$ cat config.mk
export PLATFORM = sky130hd
export DESIGN_NAME = time_string_to_epoch_seconds
export DESIGN_NICKNAME = d
export VERILOG_FILES = /design/src/design/ts2e_pkg.sv /design/src/design/ts2e_dpath.sv /design/src/design/ts2e_ctrl.sv /design/src/design/time_string_to_epoch_seconds.sv
export SDC_FILE = /design/constraint.sdc
export NUM_CORES = 1
export LEC_CHECK = 0
export BUFFER_PORTS_ARGS = -buffer_cell sky130_fd_sc_hd__buf_4
export CORE_ASPECT_RATIO = 1.1
export CORE_MARGIN = 2
export CORE_UTILIZATION = 52
export CTS_CLUSTER_DIAMETER = 30
export CTS_CLUSTER_SIZE = 16
export DETAILED_ROUTE_END_ITERATION = 7
export PLACE_DENSITY = 0.74
export SLEW_MARGIN = 25
export SYNTH_ARGS = -nofsm -noshare
export SYNTH_HDL_FRONTEND = slang
export SYNTH_SLANG_ARGS = --single-unit
$ cat constraint.sdc
create_clock -name clk_i -period 4.1 [get_ports clk_i]
set_input_delay 0.41 -clock clk_i [delete_from_list [all_inputs] [get_ports clk_i]]
set_output_delay 0.41 -clock clk_i [all_outputs]
set_load 0.02 [all_outputs]
$ cat src/design/ts2e_pkg.sv
`timescale 1ns / 1ps
// ----------------------------------------------------------------------------
// ts2e_pkg
// Shared types and constants for the time string to epoch seconds converter.
// ----------------------------------------------------------------------------
package ts2e_pkg;

  // character codes
  localparam logic [7:0] ChrNul  = 8'h00;
  localparam logic [7:0] ChrZero = 8'h30;
  localparam logic [7:0] ChrNine = 8'h39;
  localparam logic [7:0] ChrPm   = 8'h70;

  // string positions
  localparam logic [3:0] PosMonthLo = 4'd1;
  localparam logic [3:0] PosDayLo   = 4'd3;
  localparam logic [3:0] PosHourLo  = 4'd5;
  localparam logic [3:0] PosYearHi  = 4'd8;
  localparam logic [3:0] PosYearLo  = 4'd9;
  localparam logic [3:0] PosAfter   = 4'd10;
  localparam logic [3:0] PosSkip    = 4'd11;

  // calendar constants
  localparam logic [7:0] EpochYearOfs = 8'd70;   // 1970 - 1900
  localparam logic [8:0] DaysPerYear  = 9'd365;
  localparam logic [6:0] HourWrap     = 7'd24;
  localparam logic [7:0] HourMax      = 8'd23;
  localparam logic [7:0] PmOffset     = 8'd12;
  localparam logic [6:0] MinuteMax    = 7'd59;
  localparam logic [6:0] MonthMax     = 7'd12;
  localparam logic [6:0] DayMax       = 7'd31;
  localparam logic [3:0] MonthMarch   = 4'd3;

  // reset value of the year register
  localparam logic [7:0] CurYearRst = 8'd70;

  // status codes
  localparam logic StatusOk  = 1'b0;
  localparam logic StatusErr = 1'b1;

  typedef enum logic [2:0] {
    ST_IDLE,
    ST_DAYS,
    ST_HOURS,
    ST_MINS,
    ST_SECS,
    ST_PASS,
    ST_FAIL
  } state_e;

  // controller to datapath
  typedef struct packed {
    logic char_en;
    logic calc_days;
    logic calc_hours;
    logic calc_mins;
    logic calc_secs;
    logic load_out;
    logic out_status;
  } cmd_t;

  // datapath to controller
  typedef struct packed {
    logic is_end;
    logic fin_err;
    logic out_free;
  } sts_t;

  // days in the months before the given month of a common year
  function automatic logic [8:0] days_before(input logic [3:0] month);
    logic [8:0] d;
    d = 9'd0;
    unique case (month)
      4'd2:    d = 9'd31;
      4'd3:    d = 9'd59;
      4'd4:    d = 9'd90;
      4'd5:    d = 9'd120;
      4'd6:    d = 9'd151;
      4'd7:    d = 9'd181;
      4'd8:    d = 9'd212;
      4'd9:    d = 9'd243;
      4'd10:   d = 9'd273;
      4'd11:   d = 9'd304;
      4'd12:   d = 9'd334;
      default: d = 9'd0;
    endcase
    return d;
  endfunction

endpackage

$ cat src/design/ts2e_dpath.sv
`timescale 1ns / 1ps
// ----------------------------------------------------------------------------
// ts2e_dpath
// Character parser registers, seconds accumulator and output register.
// ----------------------------------------------------------------------------
module ts2e_dpath (
  input  logic           clk_i,
  input  logic           rst_ni,
  input  logic [7:0]     char_i,
  input  logic           cfg_we_i,
  input  logic [7:0]     cfg_wdata_i,
  input  ts2e_pkg::cmd_t cmd_i,
  output ts2e_pkg::sts_t sts_o,
  input  logic           out_ready_i,
  output logic           out_valid_o,
  output logic           out_status_o
);

  logic [7:0]  cur_year_q;
  logic [3:0]  pos_q, pos_d;
  logic [3:0]  first_q, first_d;
  logic [3:0]  month_q, month_d;
  logic [5:0]  day_q, day_d;
  logic [6:0]  hour_q, hour_d;
  logic [6:0]  minute_q, minute_d;
  logic [6:0]  year_q, year_d;
  logic        year_given_q, year_given_d;
  logic        pm_q, pm_d;
  logic        perr_q, perr_d;
  logic [31:0] secs_q, secs_d;
  logic        out_valid_q;
  logic        out_status_q;

  logic        digit;
  logic [3:0]  dval;
  logic [6:0]  pair;
  logic        hour_wrap;
  logic [7:0]  hour_eff;
  logic [5:0]  day_eff;
  logic [7:0]  yr;
  logic [7:0]  n_years;
  logic [16:0] year_days;
  logic [17:0] days_total;

  // configuration register
  always_ff @(posedge clk_i or negedge rst_ni) begin
    if (!rst_ni) begin
      cur_year_q <= ts2e_pkg::CurYearRst;
    end else if (cfg_we_i) begin
      cur_year_q <= cfg_wdata_i;
    end
  end

  // digit decode
  assign digit = (char_i >= ts2e_pkg::ChrZero) && (char_i <= ts2e_pkg::ChrNine);
  assign dval  = digit ? 4'(char_i - ts2e_pkg::ChrZero) : 4'd0;
  assign pair  = 7'(7'(first_q) * 7'd10) + 7'(dval);

  // per character parse step
  always_comb begin
    pos_d        = pos_q;
    first_d      = first_q;
    month_d      = month_q;
    day_d        = day_q;
    hour_d       = hour_q;
    minute_d     = minute_q;
    year_d       = year_q;
    year_given_d = year_given_q;
    pm_d         = pm_q;
    perr_d       = perr_q;
    if (cmd_i.load_out) begin
      pos_d        = '0;
      first_d      = '0;
      month_d      = '0;
      day_d        = '0;
      hour_d       = '0;
      minute_d     = '0;
      year_d       = '0;
      year_given_d = 1'b0;
      pm_d         = 1'b0;
      perr_d       = 1'b0;
    end else if (cmd_i.char_en) begin
      if (pos_q < ts2e_pkg::PosYearHi) begin
        if (!digit) begin
          perr_d = 1'b1;
          pos_d  = ts2e_pkg::PosSkip;
        end else if (!pos_q[0]) begin
          first_d = dval;
          pos_d   = pos_q + 4'd1;
        end else begin
          unique case (pos_q)
            ts2e_pkg::PosMonthLo: begin
              if (pair < 7'd1 || pair > ts2e_pkg::MonthMax) perr_d = 1'b1;
              else month_d = pair[3:0];
            end
            ts2e_pkg::PosDayLo: begin
              if (pair < 7'd1 || pair > ts2e_pkg::DayMax) perr_d = 1'b1;
              else day_d = pair[5:0];
            end
            ts2e_pkg::PosHourLo: begin
              hour_d = pair;
            end
            default: begin
              if (pair > ts2e_pkg::MinuteMax) perr_d = 1'b1;
              else minute_d = pair;
            end
          endcase
          pos_d = perr_d ? ts2e_pkg::PosSkip : pos_q + 4'd1;
        end
      end else begin
        pos_d = ts2e_pkg::PosSkip;
        unique case (pos_q)
          ts2e_pkg::PosYearHi: begin
            if (digit) begin
              first_d = dval;
              pos_d   = ts2e_pkg::PosYearLo;
            end else if (char_i == ts2e_pkg::ChrPm) begin
              pm_d = 1'b1;
            end
          end
          ts2e_pkg::PosYearLo: begin
            if (digit) begin
              year_d       = pair;
              year_given_d = 1'b1;
              pos_d        = ts2e_pkg::PosAfter;
            end
          end
          ts2e_pkg::PosAfter: begin
            if (char_i == ts2e_pkg::ChrPm) pm_d = 1'b1;
          end
          default: begin
            pos_d = ts2e_pkg::PosSkip;
          end
        endcase
      end
    end
  end

  // hour 24 rolls into the next day, then the afternoon mark
  assign hour_wrap = (hour_q == ts2e_pkg::HourWrap);
  assign hour_eff  = (hour_wrap ? 8'd0 : 8'(hour_q)) + (pm_q ? ts2e_pkg::PmOffset : 8'd0);
  assign day_eff   = day_q + 6'(hour_wrap);

  // whole years since 1970 and the days of the date
  assign yr         = year_given_q ? 8'(year_q) : cur_year_q;
  assign n_years    = (yr > ts2e_pkg::EpochYearOfs) ? yr - ts2e_pkg::EpochYearOfs : 8'd0;
  assign year_days  = 17'(n_years) * 17'(ts2e_pkg::DaysPerYear);
  assign days_total = 18'(year_days)
                    + 18'((9'(n_years) + 9'd1) >> 2)
                    + 18'((yr[1:0] == 2'b00) && (month_q >= ts2e_pkg::MonthMarch))
                    + 18'(ts2e_pkg::days_before(month_q))
                    + 18'(day_eff) - 18'd1;

  // seconds accumulator, one scaling step per cycle
  always_comb begin
    secs_d = secs_q;
    if (cmd_i.calc_days) begin
      secs_d = 32'(days_total);
    end else if (cmd_i.calc_hours) begin
      secs_d = secs_q * 32'd24 + 32'(hour_eff);
    end else if (cmd_i.calc_mins) begin
      secs_d = secs_q * 32'd60 + 32'(minute_q);
    end else if (cmd_i.calc_secs) begin
      secs_d = secs_q * 32'd60;
    end
  end

  // parse state and accumulator
  always_ff @(posedge clk_i or negedge rst_ni) begin
    if (!rst_ni) begin
      pos_q        <= '0;
      first_q      <= '0;
      month_q      <= '0;
      day_q        <= '0;
      hour_q       <= '0;
      minute_q     <= '0;
      year_q       <= '0;
      year_given_q <= 1'b0;
      pm_q         <= 1'b0;
      perr_q       <= 1'b0;
      secs_q       <= '0;
    end else begin
      pos_q        <= pos_d;
      first_q      <= first_d;
      month_q      <= month_d;
      day_q        <= day_d;
      hour_q       <= hour_d;
      minute_q     <= minute_d;
      year_q       <= year_d;
      year_given_q <= year_given_d;
      pm_q         <= pm_d;
      perr_q       <= perr_d;
      secs_q       <= secs_d;
    end
  end

  // output register
  always_ff @(posedge clk_i or negedge rst_ni) begin
    if (!rst_ni) begin
      out_valid_q <= 1'b0;
    end else if (cmd_i.load_out) begin
      out_valid_q <= 1'b1;
    end else if (out_ready_i) begin
      out_valid_q <= 1'b0;
    end
  end

  always_ff @(posedge clk_i) begin
    if (cmd_i.load_out) begin
      out_status_q <= cmd_i.out_status;
    end
  end

  // status towards the controller
  assign sts_o.is_end   = (char_i == ts2e_pkg::ChrNul);
  assign sts_o.fin_err  = perr_q || (pos_q < ts2e_pkg::PosYearHi)
                       || (hour_eff > ts2e_pkg::HourMax)
                       || (month_q < 4'd1) || (7'(month_q) > ts2e_pkg::MonthMax);
  assign sts_o.out_free = !out_valid_q || out_ready_i;

  assign out_valid_o  = out_valid_q;
  assign out_status_o = out_status_q;

endmodule

$ cat src/design/ts2e_ctrl.sv
`timescale 1ns / 1ps
// ----------------------------------------------------------------------------
// ts2e_ctrl
// Sequencer: per character parse, then the four conversion steps.
// ----------------------------------------------------------------------------
module ts2e_ctrl (
  input  logic           clk_i,
  input  logic           rst_ni,
  input  logic           in_valid_i,
  output logic           in_ready_o,
  input  ts2e_pkg::sts_t sts_i,
  output ts2e_pkg::cmd_t cmd_o
);

  ts2e_pkg::state_e state_q, state_d;
  logic             in_fire;

  assign in_fire = in_valid_i && in_ready_o;

  // state register
  always_ff @(posedge clk_i or negedge rst_ni) begin
    if (!rst_ni) begin
      state_q <= ts2e_pkg::ST_IDLE;
    end else begin
      state_q <= state_d;
    end
  end

  // next state
  always_comb begin
    state_d = state_q;
    unique case (state_q)
      ts2e_pkg::ST_IDLE: begin
        if (in_valid_i && sts_i.is_end) begin
          state_d = sts_i.fin_err ? ts2e_pkg::ST_FAIL : ts2e_pkg::ST_DAYS;
        end
      end
      ts2e_pkg::ST_DAYS:  state_d = ts2e_pkg::ST_HOURS;
      ts2e_pkg::ST_HOURS: state_d = ts2e_pkg::ST_MINS;
      ts2e_pkg::ST_MINS:  state_d = ts2e_pkg::ST_SECS;
      ts2e_pkg::ST_SECS:  state_d = ts2e_pkg::ST_PASS;
      ts2e_pkg::ST_PASS, ts2e_pkg::ST_FAIL: begin
        if (sts_i.out_free) state_d = ts2e_pkg::ST_IDLE;
      end
      default: state_d = ts2e_pkg::ST_IDLE;
    endcase
  end

  // outputs
  always_comb begin
    in_ready_o = 1'b0;
    cmd_o      = '0;
    unique case (state_q)
      ts2e_pkg::ST_IDLE: begin
        in_ready_o    = 1'b1;
        cmd_o.char_en = in_valid_i && !sts_i.is_end;
      end
      ts2e_pkg::ST_DAYS:  cmd_o.calc_days  = 1'b1;
      ts2e_pkg::ST_HOURS: cmd_o.calc_hours = 1'b1;
      ts2e_pkg::ST_MINS:  cmd_o.calc_mins  = 1'b1;
      ts2e_pkg::ST_SECS:  cmd_o.calc_secs  = 1'b1;
      ts2e_pkg::ST_PASS: begin
        cmd_o.load_out   = sts_i.out_free;
        cmd_o.out_status = ts2e_pkg::StatusOk;
      end
      ts2e_pkg::ST_FAIL: begin
        cmd_o.load_out   = sts_i.out_free;
        cmd_o.out_status = ts2e_pkg::StatusErr;
      end
      default: ;
    endcase
  end

  // checks
  a_end_stalls_input: assert property (@(posedge clk_i) disable iff (!rst_ni)
    in_fire && sts_i.is_end |=> !in_ready_o)
    else $error("input not stalled after end of string");

  a_load_only_when_free: assert property (@(posedge clk_i) disable iff (!rst_ni)
    cmd_o.load_out |-> sts_i.out_free)
    else $error("result loaded over a waiting result");

  a_one_step: assert property (@(posedge clk_i) disable iff (!rst_ni)
    $onehot0({cmd_o.char_en, cmd_o.calc_days, cmd_o.calc_hours, cmd_o.calc_mins,
              cmd_o.calc_secs, cmd_o.load_out}))
    else $error("more than one datapath command");

  a_days_then_hours: assert property (@(posedge clk_i) disable iff (!rst_ni)
    cmd_o.calc_days |=> cmd_o.calc_hours)
    else $error("conversion sequence broken");

endmodule

$ cat src/design/time_string_to_epoch_seconds.sv
`timescale 1ns / 1ps
// ----------------------------------------------------------------------------
// time_string_to_epoch_seconds
// Converts an MMDDHHMM[YY][p] character string to seconds since 1970.
// ----------------------------------------------------------------------------
// Non-zero character beats are taken while the sequencer is idle. The zero byte
// that ends the string produces one status beat: a valid string is converted
// in four sequencer steps (days, hours, minutes, seconds) and its status is then
// loaded into the output register; an invalid string goes straight to its error
// status. Either load waits while the output register is still held by an
// earlier status beat. Input is not taken while the conversion runs; characters
// are taken while a result waits downstream. The converted seconds are held
// internally; on error they are kept as they were. current_year is written
// through cfg_we_i and applies to strings without a year.
// ----------------------------------------------------------------------------
module time_string_to_epoch_seconds (
  input  logic       clk_i,
  input  logic       rst_ni,
  input  logic       cfg_we_i,
  input  logic [7:0] cfg_wdata_i,     // current_year
  input  logic       s_axis_tvalid,
  output logic       s_axis_tready,
  input  logic [7:0] s_axis_tdata,    // [7:0] char_code
  output logic       m_axis_tvalid,
  input  logic       m_axis_tready,
  output logic [7:0] m_axis_tdata     // [0] status, [7:1] zero
);

  ts2e_pkg::cmd_t cmd;
  ts2e_pkg::sts_t sts;
  logic           out_status;

  // sequencer
  ts2e_ctrl u_ctrl (
    .clk_i      (clk_i),
    .rst_ni     (rst_ni),
    .in_valid_i (s_axis_tvalid),
    .in_ready_o (s_axis_tready),
    .sts_i      (sts),
    .cmd_o      (cmd)
  );

  // parser and arithmetic
  ts2e_dpath u_dpath (
    .clk_i        (clk_i),
    .rst_ni       (rst_ni),
    .char_i       (s_axis_tdata),
    .cfg_we_i     (cfg_we_i),
    .cfg_wdata_i  (cfg_wdata_i),
    .cmd_i        (cmd),
    .sts_o        (sts),
    .out_ready_i  (m_axis_tready),
    .out_valid_o  (m_axis_tvalid),
    .out_status_o (out_status)
  );

  assign m_axis_tdata = {7'd0, out_status};

endmodule
---- Word-level counts from Yosys, hierarchy flattened ----
Cells that the tools add are included.
word-level totals
  register bits after elaboration ......... 26
  output and inout bits ................... 10
  logic and storage cells ................. 136
  input bits .............................. 21
cells by class
  add/sub/neg operators ................... 4
  muxes and demuxes ....................... 61
  equality and inequality tests ........... 21
  magnitude comparators ................... 10
  multiply operators ...................... 1
  reductions and logical operators ........ 30
operators with widths
  kind                                                                                 number
  4-bit two-way mux                                                                    22
  7-bit two-way mux                                                                    7
  1-bit two-way mux                                                                    23
  3-bit one-hot mux with 6 select lines                                                1
  2-bit nonzero test                                                                   7
  4-bit equality test, second input constant                                           3
  3-bit equality test, second input constant                                           3
  3-bit two-way mux                                                                    3
  8-bit adder                                                                          1
  8-bit by 7-bit equality test with 1-bit output, second input constant                1
  8-bit by 6-bit greater-or-equal comparator with 1-bit output, second input constant  1
  8-bit by 5-bit > comparator with 1-bit output, second input constant                 1
  8-bit by 6-bit less-or-equal comparator with 1-bit output, second input constant     1
  8-bit zero test                                                                      1
  4-bit one-hot mux with 2 select lines                                                1
  4-bit AND reduction                                                                  2
  7-bit by 4-bit adder with 7-bit output                                               1
  7-bit by 5-bit equality test with 1-bit output, second input constant                1
  7-bit by 4-bit > comparator with 1-bit output, second input constant                 1
  7-bit by 5-bit > comparator with 1-bit output, second input constant                 1
  7-bit by 6-bit > comparator with 1-bit output, second input constant                 1
  1-bit logical OR                                                                     7
  7-bit by 1-bit < comparator with 1-bit output, second input constant                 1
  3-bit by 2-bit equality test with 1-bit output, second input constant                2
  27 further kinds                                                                     34

---- Longest topological paths before layout ----
  depth in word-level cells ............... 19
  mapped depth ............................ 13
  depth with buffers taken out ............ 12

---- Modules after synthesis ----
From an unflattened synthesis, not the netlist that was laid out.
unflattened totals
  cell total of the unflattened synthesis .. 228
  area, all modules ....................... 2052.0 um2
modules (own cells, without submodules)
  module                        instances  cells an instance  seq. area each (um2)  area each (um2)
  ts2e_dpath                    1          189                580.6                 1744.2
  ts2e_ctrl                     1          30                 75.1                  244.0
  time_string_to_epoch_seconds  1          9                  0.0                   63.8

---- Least setup slack after synthesis ----
Ideal clock, no wire load.
  kind .................................... input -> register
  start ................................... input port s_axis_tdata[1]
  end ..................................... register u_dpath.perr_q
  arrival time ............................ 3.035 ns
  cell stages on the path ................. 12
  buffers on the path ..................... 1
  data required time ...................... 3.974 ns
  library setup time ...................... 0.126 ns
  slack ................................... 0.939 ns
  path through ............................ or2_2 > a21oi_1 > buf_4 > and2_1 > ha_1 > a31oi_1 > o31ai_4 > xor2_1 > a31o_2 > a221oi_2 > nand3_1 > a311o_1
between the ends
  word-level cells in the longest chain between the ends .. 18
  elaborated cells on any way between the ends .. 33
  classes of those cells .................. add/sub: 2; order compare: 6; eq/ne: 1; mux: 16; reduce/logical: 8
ends and longest elaborated chain
  what                                                                                                                                       RTL line                            text
  start: declaration                                                                                                                         time_string_to_epoch_seconds.sv:23  input logic [7:0] s_axis_tdata,
  8-bit by 6-bit greater-or-equal comparator with 1-bit output or 8-bit by 6-bit less-or-equal comparator with 1-bit output (tied branches)  ts2e_dpath.sv:55                    assign digit = (char_i >= ts2e_pkg::ChrZero) && (char_i <= ts2e_pkg::ChrNine);
  1-bit logical AND                                                                                                                          ts2e_dpath.sv:55
  4-bit two-way mux                                                                                                                          ts2e_dpath.sv:56                    assign dval = digit ? 4'(char_i - ts2e_pkg::ChrZero) : 4'd0;
  7-bit by 4-bit adder with 7-bit output                                                                                                     ts2e_dpath.sv:57                    assign pair = 7'(7'(first_q) * 7'd10) + 7'(dval);
  7-bit by 1-bit < comparator with 1-bit output, or another cell as far along                                                                ts2e_dpath.sv:93, ts2e_dpath.sv:97
  1-bit logical OR (on tied branches)                                                                                                        ts2e_dpath.sv:97, ts2e_dpath.sv:93
  1-bit two-way mux (on tied branches)                                                                                                       ts2e_dpath.sv:97, ts2e_dpath.sv:93
  1-bit one-hot mux with 3 select lines                                                                                                      ts2e_dpath.sv:91                    unique case (pos_q)
  (+2 left out)                                                                                                                              n/a
  1-bit two-way mux                                                                                                                          ts2e_dpath.sv:83                    if (pos_q < ts2e_pkg::PosYearHi) begin
  1-bit two-way mux                                                                                                                          ts2e_dpath.sv:82                    end else if (cmd_i.char_en) begin
  1-bit two-way mux                                                                                                                          ts2e_dpath.sv:71                    if (cmd_i.load_out) begin
  1-bit two-way mux                                                                                                                          ts2e_dpath.sv:87                    end else if (!pos_q[0]) begin
  1-bit two-way mux                                                                                                                          ts2e_dpath.sv:84                    if (!digit) begin
  1-bit two-way mux                                                                                                                          ts2e_dpath.sv:83
  1-bit two-way mux                                                                                                                          ts2e_dpath.sv:82
  1-bit two-way mux                                                                                                                          ts2e_dpath.sv:71
  end signal: assignment                                                                                                                     ts2e_dpath.sv:192                   perr_q <= perr_d;
  end: declaration                                                                                                                           ts2e_dpath.sv:29                    logic perr_q, perr_d;
Several ways; a longest one is shown, not always the timed one. The select of a mux whose other input is x is not followed.
A chain may end at the register's enable or synchronous reset.

---- Worst setup path in the final report ----
  start ................................... register u_dpath.hour_q[2]
  end ..................................... register u_ctrl.state_q[2]
between the ends
  word-level cells in the longest chain between the ends .. 10
ends and longest elaborated chain
  what                                             RTL line           text
  start: declaration                               ts2e_dpath.sv:24   logic [6:0] hour_q, hour_d;
  start signal: assignment                         ts2e_dpath.sv:187  hour_q <= hour_d;
  7-bit by 5-bit equality test with 1-bit output   ts2e_dpath.sv:140  assign hour_wrap = (hour_q == ts2e_pkg::HourWrap);
  7-bit two-way mux *                              ts2e_dpath.sv:141  assign hour_eff = (hour_wrap ? 8'd0 : 8'(hour_q)) + (pm_q ? ts2e_pkg::PmOffset : 8'd0);
  8-bit adder *                                    ts2e_dpath.sv:141
  8-bit by 5-bit > comparator with 1-bit output *  ts2e_dpath.sv:217  || (hour_eff > ts2e_pkg::HourMax)
  1-bit logical OR *                               ts2e_dpath.sv:217
  1-bit logical OR * (2 in series)                 ts2e_dpath.sv:218  || (month_q < 4'd1) || (7'(month_q) > ts2e_pkg::MonthMax);
  3-bit two-way mux *                              ts2e_ctrl.sv:35    state_d = sts_i.fin_err ? ts2e_pkg::ST_FAIL : ts2e_pkg::ST_DAYS;
  3-bit two-way mux *                              ts2e_ctrl.sv:34    if (in_valid_i && sts_i.is_end) begin
  3-bit one-hot mux with 6 select lines *          ts2e_ctrl.sv:32    unique case (state_q)
  end signal: assignment                           ts2e_ctrl.sv:23    state_q <= ts2e_pkg::ST_IDLE;
  end signal: assignment                           ts2e_ctrl.sv:25    state_q <= state_d;
  end: declaration                                 ts2e_ctrl.sv:15    ts2e_pkg::state_e state_q, state_d;
Mark *: on every way between the ends. The rest lies on a longest branch, timed or not. The select of a mux whose other input is x is not followed.

==> metrics.txt <==
worst skew pair latency 0.28 ns; first-pass GRT wire length around 7.6 mm; Cell Chain, Critical Path or4b_2 > nor3_1 > a21boi_0 > fa_1 > or3b_2 > mux2i_1 > mux2i_1 > a21oi_1 > nand2b_1 > a221oi_1 > a21oi_1; Critical Path AT approximately 3.6 ns; Setup Fix Bufs, Post-CTS 0; CTS Buf Count 3; fillcell total 330; CTS Hold Bufs 0; Total Routing Usage GR 0.212; worst path bufs/invs 0; largest family of logic cells by synthesized area compound AO/OA/AOI/OAI gates; worst slack, placed approximately 0.64 ns; critical setup path kind reg -> reg; Synth area leaders dfrtp_1 31%, ha_1 7.4%, a22o_1 3.4%, buf_4 3.3%, a21oi_1 3.2%; vias ~1700; post-route design area roughly 2200 µm²; minimum clock period roughly 3.4 ns; FFs w/ async S/R, synth 0.962; Mean Syn Cell Area 9.22 µm²; mux contribution to synthesized area 0.0295; critical path fanouts, max 3; PwrDens 473 nW/µm²; FF+latch count, synth 26; routability cong. between 0.8 and 0.9; CP Launch Point u_dpath.hour_q[2]$_DFFE_PN0P_; TNS Setup 0 ns; Finished Core Util 0.588; post-synth cell types 56; slowest CP cell or4b_2; Startpoint Class flop; Synth Warn # 0; Post-DP HPWL ~3.3 mm; Worst setup EP type flop; antenna cells 0; area share of the largest cell type after synthesis 0.307; path type of the worst min-delay path in -> async; IO buf count 14; Max-cap violations 0; Critical Path RT approximately 4.3 ns; Crit path largest cell delay 0.69 ns; Root Buffer clkbuf_8; CP delay by family, top simple AND/OR/NAND/NOR gates; Post-Syn Area 2040 µm²; Reg2Reg Launch Point u_dpath.hour_q[2]$_DFFE_PN0P_; Vias/cell a little under 6; Simple-Gate Fraction of Synth Area 0.230; Synth top cells by count 25 x dfrtp_1, 16 x nor2_1, 14 x nand2_1, 13 x a21oi_1, 12 x ha_1; largest net degree at the start of global routing 26; Reg area around 660 µm²; Initial Util 0.549; setup ws final between 0.6 and 0.7 ns; relative slew slack 0.491; clk buf depth 2; Die H around 70 µm; DRC errors left 0; Ports 31; Synth area leader dfrtp_1; Core Box Area ~3700 µm²; die area 4440 µm²; multi-input logic area 1280 µm²; register area share after synthesis 0.322; final setup fails 0; drt pass-1 iters 6; Slew @ Worst Pin around 0.76 ns; Clock transition at path regs roughly 0.09 ns; antenna violations before repair 0; initial DRC count between 100 and 150; vias in the first global route around 1600; layout cells sized above 1 0.131; fmax slightly below 0.3 GHz; WL final about 4.3 mm; final non-filler cell total approximately 280; Antenna Nets Post-Route 0; Post-Syn Instances around 220; unrepaired setup endpoints after global routing no; CTS tree done; post-DR wirelength/cell about 15 µm; # resized after CTS 0; Synth Area in XOR/XNOR 0.0301; clk sinks 26; count of pins over their slew limit 0; worst vdd ir ~280 µV; Final Hold Violating Endpoints 0; Static Leak roughly 0.001 µW; period utilization 0.841; Synth Area in Adders 0.0933; Synth Area in Compound Gates 0.235; die width about 64 µm; total grt overflow 0; H-tree levels 1; dpl cell area ~2100 µm²; outcome completed; Final #Nets around 270; layout overhead on the synthesized area 7.12%; row cnt 23; # placed instances approximately 280; number of synthesized flops with an enable pin 1; most frequent cell after synthesis dfrtp_1; clock skew 0.00572 ns; Most used DFF post-synth dfrtp_1
stage by stage:
| step | power (µW) | hold slack (ns) |
|---|---|---|
| CTS | 1030 | 0.0393 |
| detailed placement | 884 | 0.338 |
| floorplan | 769 | 0.114 |
| global route | 1120 | 0.0491 |
| finish | 1030 | 0.0262 |
| global placement | 869 | 0.337 |
final timing paths:
kind                       slack [ns]                              to  cells past startpoint
setup reg to reg                 0.65   u_ctrl.state_q[2]$_DFFE_PN0P_                     11
hold / removal                   0.03   u_dpath.hour_q[1]$_DFFE_PN0P_                      1
hold reg to reg                  0.53   u_dpath.hour_q[6]$_DFFE_PN0P_                      1
max in group asynchronous        3.82  u_dpath.first_q[0]$_DFFE_PN0P_                      1
setup / recovery                 0.65   u_ctrl.state_q[2]$_DFFE_PN0P_                     11
min in group clk_i               0.38  u_dpath.first_q[2]$_DFFE_PN0P_                      2
state kept, by name, indices dropped and copies added (netlist names):
signal and cells:
u_dpath.out_valid_o 1, u_dpath.pm_q 1, u_ctrl.state_q 3, u_dpath.out_status_o 1
u_dpath.first_q 4, u_dpath.pos_q 4, u_dpath.month_q 4, u_dpath.perr_q 1
u_dpath.hour_q 7
placed cells by master, fill, tap and decap left out, types with 4 or more instances in the layout:
cell      instances
o21a_1            4
nand2b_1          9
mux2i_1           6
a21oi_1          13
nand3_1           9
nor3_1            7
a22o_1            8
a21o_1            4
ha_1             12
dfrtp_1          25
o21ai_0           7
inv_1             6
nor2_1           16
xor2_1            4
conb_1            7
buf_4            15
nand2_1          14
power breakdown:
part	total (µW)	switching (µW)	internal (µW)
Combinational	477	281	197
Sequential	404	96.5	307
Clock	152	82.6	69.8
Total	1030	460	574
per-layer routing:
metal  global-route usage  vias to the layer above  share of wire
met5                    0                        -              0
met3               0.0211                        5          0.035
met2                0.351                       37           0.49
li1                     -                      817              -
met1                0.299                      793           0.47
met4               0.0507                        0          0.011
cell families after synthesis:
family,count (synthesis)
adders and majority gates,14
buffers and inverters,23
muxes,6
and+or+nand+nor,81
other,1
DFF,26
xor gates and xnor gates,7
AOI/OAI and AO/OA,63
layout make-up:
| cell class | instances | area share |
|---|---|---|
| Multi-Input combinational cell | 178 | 0.589 |
| Sequential cell | 26 | 0.300 |
| Timing Repair Buffer | 15 | 0.0516 |
| Tap cell | 50 | 0.0287 |
| Clock buffer | 4 | 0.0206 |
| Inverter | 6 | 0.0103 |
No activity file was read; power rests on OpenSTA's default activity.
